<file path="config.mk">
export PLATFORM = sky130hd
export DESIGN_NAME = swar_div
export DESIGN_NICKNAME = d
export VERILOG_FILES = /design/src/rtl/swar_pkg.sv /design/src/rtl/swar_div.sv
export SDC_FILE = /design/constraint.sdc
export NUM_CORES = 1
export LEC_CHECK = 0
export BUFFER_PORTS_ARGS = -buffer_cell sky130_fd_sc_hd__buf_2
export CORE_ASPECT_RATIO = 2
export CORE_UTILIZATION = 30
export CTS_CLUSTER_SIZE = 30
export DETAILED_ROUTE_END_ITERATION = 6
export SETUP_SLACK_MARGIN = 0.4
export SKIP_CTS_REPAIR_TIMING = 1
export SKIP_LAST_GASP = 1
export SYNTH_ARGS = -nofsm -noshare
export SYNTH_HDL_FRONTEND = slang
export SYNTH_SLANG_ARGS = --single-unit
</file>
<file path="constraint.sdc">
create_clock -name i_clk -period 5.4 [get_ports i_clk]
set_input_delay 0.81 -clock i_clk [delete_from_list [all_inputs] [get_ports i_clk]]
set_output_delay 0.81 -clock i_clk [all_outputs]
set_load 0.02 [all_outputs]
</file>
<file path="src/rtl/swar_pkg.sv">
// shared constants and types for the sliding window altitude regression
package swar_pkg;
    localparam int WINDOW_DEPTH_DEF = 32;
    localparam int MS_PER_S = 1000;
    localparam int SAT_MAX = 8388607;
    localparam int DIV_W = 128;

    typedef enum logic [3:0] {
        ST_IDLE,
        ST_WRITE,
        ST_WALK,
        ST_PREP,
        ST_DEN,
        ST_NUM,
        ST_DIV_MEAN,
        ST_DIV_MSPD,
        ST_DIV_FSPD,
        ST_DIV_FALT,
        ST_DONE
    } t_state;

    typedef struct packed {
        logic start;
    } t_div_ctl;
endpackage

</file>
<file path="src/rtl/swar_div.sv">
// shared radix-2 unsigned divider, one quotient bit per cycle
module swar_div (
    input  logic                      i_clk,
    input  logic                      i_rst_n,
    input  swar_pkg::t_div_ctl        i_ctl,
    input  logic [swar_pkg::DIV_W-1:0] i_num,
    input  logic [swar_pkg::DIV_W-1:0] i_den,
    output logic                      o_done,
    output logic [swar_pkg::DIV_W-1:0] o_quo
);
    import swar_pkg::*;

    logic [DIV_W-1:0] r_num, r_den, r_quo;
    logic [DIV_W:0]   r_rem;
    logic [7:0]       r_cnt;
    logic             r_busy, r_done;
    logic [DIV_W:0]   w_sh;

    assign w_sh = {r_rem[DIV_W-1:0], r_num[DIV_W-1]};

    always_ff @(posedge i_clk) begin
        if (!i_rst_n) begin
            r_busy <= 1'b0;
            r_done <= 1'b0;
        end else begin
            r_done <= 1'b0;
            if (i_ctl.start) begin
                r_busy <= 1'b1;
                r_cnt  <= 8'(DIV_W);
            end else if (r_busy) begin
                r_cnt <= r_cnt - 8'd1;
                if (r_cnt == 8'd1) begin
                    r_busy <= 1'b0;
                    r_done <= 1'b1;
                end
            end
        end
    end

    always_ff @(posedge i_clk) begin
        if (i_ctl.start) begin
            r_num <= i_num;
            r_den <= i_den;
            r_rem <= '0;
            r_quo <= '0;
        end else if (r_busy) begin
            r_num <= {r_num[DIV_W-2:0], 1'b0};
            if (w_sh >= {1'b0, r_den}) begin
                r_rem <= w_sh - {1'b0, r_den};
                r_quo <= {r_quo[DIV_W-2:0], 1'b1};
            end else begin
                r_rem <= w_sh;
                r_quo <= {r_quo[DIV_W-2:0], 1'b0};
            end
        end
    end

    assign o_done = r_done;
    assign o_quo  = r_quo;
endmodule
</file>
# ---- After elaboration in Yosys (flattened, before gate mapping)
# Index checks and enable logic that the tools add are counted.
dict set report totals {
  wordCells 25
  in_bits 259
  register_bits 522
  out_inout_bits 129
}
dict set report op_classes {
  n_reduce_logical 3
  n_mux 9
  n_eq_ne 1
  n_addsub 2
  n_bitwise 2
  n_lt_le_gt_ge 1
}
# cell count
set op_table {}
lappend op_table {{$mux W128} 3}
lappend op_table {{$ge A129 B128 Y1} 1}
lappend op_table {{$sub A128 B128 Y128} 1}
lappend op_table {{$eq A8 B1 Y1 const B} 1}
lappend op_table {{$mux W8} 1}
lappend op_table {{$sub A8 B1 Y8 const B} 1}
lappend op_table {{$mux W1} 5}
lappend op_table {{$reduce_or A3 Y1} 1}
lappend op_table {{$not A1 Y1} 2}
lappend op_table {{$reduce_and A2 Y1} 1}
lappend op_table {{$reduce_bool A2 Y1} 1}

# ---- Logic depth before layout (Yosys ltp)
# Gate-level depths: netlist of the first run.
dict set report depth {
  ltp_word 4
  ltp_mapped 17
  depth_no_buf 14
}

# ---- Worst setup path after synthesis of the first run
# Ideal clock, no wire load.
dict set report synth_timing {
  kind {input to register}
  start {in i_ctl}
  end {reg r_num[0] (enable)}
  stages 4
  setup_time_ns 0.480
  t_arrival_ns 3.740
  path_slack_ns 1.180
  n_path_buf 2
  path_cell_list {nor2_1 -> clkbuf_1 -> clkbuf_1 -> inv_1}
}
dict set report synth_between {
  elab_chain_len 1
}
# item line
set synth_rtl {}
lappend synth_rtl {{from (decl)} swar_div.sv:5} ;# input swar_pkg::t_div_ctl i_ctl,
lappend synth_rtl {{$reduce_bool A2 Y1 (no source line)} -}
lappend synth_rtl {{to (signal assigned)} swar_div.sv:42} ;# r_num <= i_num;
lappend synth_rtl {{to (signal assigned)} swar_div.sv:47} ;# r_num <= {r_num[DIV_W-2:0], 1'b0};
lappend synth_rtl {{to (decl)} swar_div.sv:13} ;# logic [DIV_W-1:0] r_num, r_den, r_quo;
# Every way passes these cells.
# A chain may end at the register's enable or synchronous reset.

# ---- Final worst setup path of the first run
dict set report layout_timing {
  start {reg r_den[7]}
  end {reg r_rem[107]}
}
dict set report layout_between {
  elab_chain_len 2
  word_cells_on_any_way 3
  classes_between {1 x add/sub; 1 x order compare; 1 x mux}
}
# item line
set layout_rtl {}
lappend layout_rtl {{from (decl)} swar_div.sv:13}
lappend layout_rtl {{from (signal assigned)} swar_div.sv:43} ;# r_den <= i_den;
lappend layout_rtl {{$sub A128 B128 Y128 / $ge A129 B128 Y1 (equally long branches)} {swar_div.sv:49, swar_div.sv:48}}
lappend layout_rtl {{$mux W128 (*)} swar_div.sv:48} ;# if (w_sh >= {1'b0, r_den}) begin
lappend layout_rtl {{to (signal assigned)} swar_div.sv:49} ;# r_rem <= w_sh - {1'b0, r_den};
lappend layout_rtl {{to (signal assigned)} swar_div.sv:52} ;# r_rem <= w_sh;
lappend layout_rtl {{to (decl)} swar_div.sv:14} ;# logic [DIV_W:0] r_rem;
# Mark *: on every way between the ends. The rest lies on a longest branch, timed or not.

==> results.json, run 1 <==
{
  "die_h_um": 440,
  "worstSetupStartpointType": "register",
  "worst_pin_slew_ps": 1310,
  "dp_hpwl_mm": 74.7,
  "cts_max_level": 2,
  "synth_top_area_frac": 0.275,
  "synth.distinct_cells": 76,
  "core_sq_mm": 0.0951,
  "path_clk_slew_ps": 60,
  "yosys_warnings": 0,
  "avgSynthCellArea_sq_um": 9.45,
  "peakVddDrop_v": 0.000356,
  "dieArea_sq_mm": 0.0974,
  "end_kind": "register",
  "clockBufferDepth": 3,
  "grt_use_total": 0.199,
  "grt_pass1_vias": 24962,
  "setup_slack_ps": 652,
  "timing.hold.ws_ps": 329,
  "syn2layout_area_growth_pct": 16.9,
  "cts_buffers": 53,
  "setup_viol_count_final": 0,
  "antenna_found_initial": 28,
  "fp-row-count": 160,
  "synth_edf_count": 264,
  "wl_met3_mm": 6.08,
  "critPathKind": "reg -> reg",
  "tritoncts": "built",
  "final_cells": 4598,
  "vias_per_cell": 5.25,
  "clock_sinks": 522,
  "drtPass1Iterations": 5,
  "finalCritPeriodShare": 0.879,
  "postLayoutCoreUtil": 0.354,
  "io_pins": 388,
  "place.gp.congestion": 0.969,
  "vias": 24157,
  "synth.most_common_cell": "nand2_1",
  "r2r_slack_ps": 650,
  "start_util": 0.303,
  "total_leakage_power_nw": 13.8,
  "netlist_instances": 3049,
  "fmax_mhz": 211,
  "slew_viol_final": 0,
  "wl_met2_mm": 50.6,
  "finClkSkew_ps": 35.5,
  "ys_ff_latch": 522,
  "syn_area_sq_mm": 0.0288,
  "async_flop_share": 0,
  "clkLatencyLatePin_ps": 650,
  "grt-ovfl-total": 0,
  "ant_nets": 0,
  "max_cap_viol_count": 0,
  "crit_fanout": 38,
  "ys_seq_area_frac": 0.454,
  "status": "finished clean",
  "port_buffers": 387,
  "dp.cells": 4496,
  "fin_setup_tns_ps": 0,
  "postLayoutCellArea_sq_mm": 0.0337,
  "die_x_um": 221,
  "rsz0062_at_grt": "false",
  "route.detailed.drc": 0,
  "synth_top_area_cell": "edfxtp_1",
  "hold_path_class": "in -> reg",
  "totalWireLength_mm": 99.5,
  "grt_first_pass_wirelength_mm": 149,
  "synthTopCellsByCount": "nand2_1 (337), nor2_1 (335), edfxtp_1 (264), dfxtp_1 (258), a21oi_1 (210)",
  "dp_slack_ps": 615,
  "post_drt_wl_per_cell_um": 21.6,
  "p_total_mw": 10.3,
  "pwr_density_cell_mw_per_mm2": 306,
  "drt_iter0_drc": 1230,
  "cp.required_ps": 5910,
  "slew_headroom": 0.113,
  "cp.arrival_ps": 5260,
  "ys.flop_type": "edfxtp_1",
  "yosys-top-cells-area": "edfxtp_1 (28%), dfxtp_1 (18%), ha_1 (5.6%)",
  "finalCriticalPeriod_ps": 4750,
  "placed_area_sq_mm": 0.0319,
  "syn_nets": 3439,
  "met1Wirelength_mm": 35.3,
  "grt_max_degree": 190,
  "layout-drive-gt1-share": 0.196,
  "cts_root_buffer": "clkbuf_16",
  "hold_viol_final": 0,
  "final_nets": 3726,
  "route.top_layer_used": "met5"
}
[critical path, stage by stage (launching register included)]
cell and delay, ps:
edfxtp_1 320, inv_1 50, ha_1 390, a21oi_1 390, nand2_1 100, a211o_1 300, a31o_2 260, a21oi_1 440
o31a_1 480, a21oi_1 220, or3_1 590, nand2_8 340, buf_4 330, nand2_1 90, a311oi_1 290
[layout by cell type (no fill, tap or decap), types with 18 or more instances in the layout]
cell type,instances
a31oi_1,23
buf_2,386
nand3_1,24
nor3_1,50
xor2_1,41
dfxtp_1,257
or3_1,18
o21bai_1,45
a311oi_1,76
inv_1,174
mux2_2,128
xnor2_1,76
a21oi_1,210
nand2_1,337
a21o_1,49
edfxtp_1,264
ha_1,130
o21ai_0,150
nand2b_1,21
clkbuf_16,53
nand4_1,78
buf_4,30
nor2_1,333
mux2i_1,152
[power by group]
group          switching (mW)  internal (mW)  leakage (nW)
clock network            1.77           2.14         0.860
registers               0.112           4.44          4.71
logic                    1.18          0.684          8.22
total                    3.06           7.27          13.8
[final cells by class]
cell class | instances | area [sq um]
clock inverter | 42 | 438
fill | 9757 | 61400
multi-input combinational | 2161 | 14300
inverter | 175 | 659
tap | 1215 | 1520
antenna | 2 | 5.00
clock buffer | 58 | 1370
timing repair buffer | 423 | 2290
sequential | 522 | 13100
[layer usage]
metal  vias to the layer above  GRT usage
met1                     11358      0.197
met5                         -          0
li1                      11549          -
met2                       850      0.369
met3                       356     0.0479
met4                        44      0.134
[path summary, 6_finish.rpt]
| check | cells after the start | from | end |
|---|---|---|---|
| worst max-delay path | 14 | r_den[7] | r_rem[107] |
| worst min-delay path | 1 | i_den[78] | r_den[78] |
| worst max register to register | 14 | r_den[7] | r_rem[107] |
| worst min register to register | 2 | r_rem[18] | r_rem[18] |
[flip-flops by register name, indices dropped and copies added (netlist names)]
signal / flops
o_done: 1
o_quo: 128
r_busy: 1
r_cnt: 8
r_den: 128
r_num: 128
r_rem: 128
[logic make-up after synthesis]
family                     share of synthesized area
AOI/OAI and AO/OA                              0.154
xor gates and xnor gates                      0.0356
adders and majority gates                     0.0571
buffers and inverters                         0.0498
DFF                                            0.454
muxes                                          0.103
and+or+nand+nor                                0.146
(Power assumes the default switching activity.)
==> run 2, diff against run 1 <==
--- a/config.mk
+++ b/config.mk
@@ -8,6 +8,7 @@
 export BUFFER_PORTS_ARGS = -buffer_cell sky130_fd_sc_hd__buf_2
 export CORE_ASPECT_RATIO = 2
 export CORE_UTILIZATION = 30
+export CTS_BUF_LIST = sky130_fd_sc_hd__clkbuf_2
 export CTS_CLUSTER_SIZE = 30
 export DETAILED_ROUTE_END_ITERATION = 6
 export SETUP_SLACK_MARGIN = 0.4
==> run 2 against run 1 <==
Against the previous run: combinational power increased by 12%; cell area increased by 9.1%; wire length increased by 4.9%; via count increased by 8.5%; critical path depth unchanged; flip-flop and latch count unchanged; setup slack got worse by 41 ps; power decreased by 7.6%; utilization increased by 3.2 points; worst hold slack got worse by 170 ps.
==> results.json, run 2 (synthesized netlist as in run 1, its figures left out) <==
{
  "dp_hpwl_mm": 74.7,
  "max_cap_viol_count": 0,
  "fmax_mhz": 209,
  "cts_buffers": 132,
  "post_drt_wl_per_cell_um": 20.4,
  "pwr_density_cell_mw_per_mm2": 259,
  "antenna_found_initial": 17,
  "setup_viol_count_final": 0,
  "r2r_cells": 14,
  "hold_viol_final": 0,
  "grt_max_degree": 190,
  "cts_max_level": 4,
  "io_pins": 388,
  "die_x_um": 221,
  "timing.hold.ws_ps": 163,
  "worstSetupStartpointType": "register",
  "rsz0062_at_grt": "false",
  "clockBufferDepth": 3,
  "vias": 26211,
  "finalCriticalPeriod_ps": 4790,
  "end_kind": "register",
  "grt-ovfl-total": 0,
  "dieArea_sq_mm": 0.0974,
  "n_fill_cell": 9598,
  "cts_root_buffer": "clkbuf_2",
  "vias_per_cell": 5.13,
  "timing.rr.start": "r_den[7]",
  "p_comb_frac": 0.218,
  "hold_path_class": "in -> reg",
  "cp.arrival_ps": 6010,
  "min_from": "i_den[56]",
  "ant_nets": 0,
  "clkLatencyLatePin_ps": 1410,
  "start_util": 0.303,
  "totalWireLength_mm": 104,
  "slew_headroom": 0.240,
  "cp.required_ps": 6620,
  "route.detailed.drc": 0,
  "layout-drive-gt1-share": 0.202,
  "place.gp.congestion": 0.969,
  "fin_setup_tns_ps": 0,
  "final_nets": 4167,
  "postLayoutCoreUtil": 0.387,
  "drt_iter0_drc": 1320,
  "status": "finished clean",
  "clock_sinks": 522,
  "crit_fanout": 38,
  "grt_first_pass_wirelength_mm": 150,
  "finalCritPeriodShare": 0.887,
  "p_clk_frac": 0.304,
  "port_buffers": 387,
  "p_switching_mw": 3.15,
  "p_total_mw": 9.54,
  "syn2layout_area_growth_pct": 27.6,
  "total_leakage_power_nw": 15.4,
  "die_h_um": 440,
  "final_common_cell": "buf_2",
  "slew_viol_final": 0,
  "path_clk_slew_ps": 130,
  "grt_use_total": 0.203,
  "holdPathStages": 2,
  "seqPwrFrac": 0.478,
  "swShare": 0.331,
  "critPathKind": "reg -> reg",
  "worst_pin_slew_ps": 1130,
  "fp-row-count": 160,
  "drtPass1Iterations": 6,
  "startpoint": "r_den[7]",
  "p_int_mw": 6.39,
  "grt_pass1_vias": 25677,
  "core_sq_mm": 0.0951,
  "peakVddDrop_v": 0.000214,
  "layout_common_cells": "buf_2 (386), dlygate4sd3_1 (362), nand2_1 (337)",
  "tritoncts": "built",
  "finClkSkew_ps": 97.3
}
-- run 2: final timing paths --
check | slack, ps | to
max | 610 | r_rem[107]
min | 160 | r_den[56]
max reg2reg | 610 | r_rem[107]
min reg2reg | 470 | r_rem[37]
-- run 2: power by group through the flow --
stage	clock network (mW)	registers, mW	logic, mW
3_3_place_gp	0	4.64	1.83
6_report	2.90	4.56	2.08
3_5_place_dp	0	4.64	1.83
4_1_cts	3.06	4.55	1.84
2_1_floorplan	0	4.60	1.25
5_1_grt	3.21	4.58	2.25
-- run 2: per-layer routing --
layer / vias to the layer above / wire [um] / track usage
li1: 12520 / - / -
met1: 12318 / 36900 / 0.190
met2: 993 / 53700 / 0.369
met3: 368 / 5960 / 0.0631
met4: 12 / 7670 / 0.152
met5: - / 75 / 0
-- run 2: worst max-delay path, cell delays in order, from the launching register on --
cell and delay (ps):
edfxtp_1 340, inv_1 50, ha_1 390, a21oi_1 380, nand2_1 100, a211o_1 300, a31o_2 260, a21oi_1 450
o31a_1 480, a21oi_1 220, or3_1 580, nand2_8 340, buf_4 330, nand2_1 80, a311oi_1 290
-- run 2: area by class of cell --
type / instances / area, sq um / share of cell area
multi-input combinational: 2161 / 14300 / 0.389
sequential: 522 / 13100 / 0.356
inverter: 175 / 659 / 0.0179
clock buffer: 188 / 941 / 0.0256
antenna: 11 / 27.5 / 0.000749
timing repair buffer: 785 / 5920 / 0.161
tap: 1215 / 1520 / 0.0413
clock inverter: 51 / 292 / 0.00793
-- run 2: stage by stage --
stage	area [sq um]	worst slack, ps	std cells
2_1_floorplan	28800	1180	3049
3_3_place_gp	31900	659	4496
3_5_place_dp	31900	615	4496
4_1_cts	33100	518	4735
5_1_grt	36800	418	5107
6_report	36800	611	5108
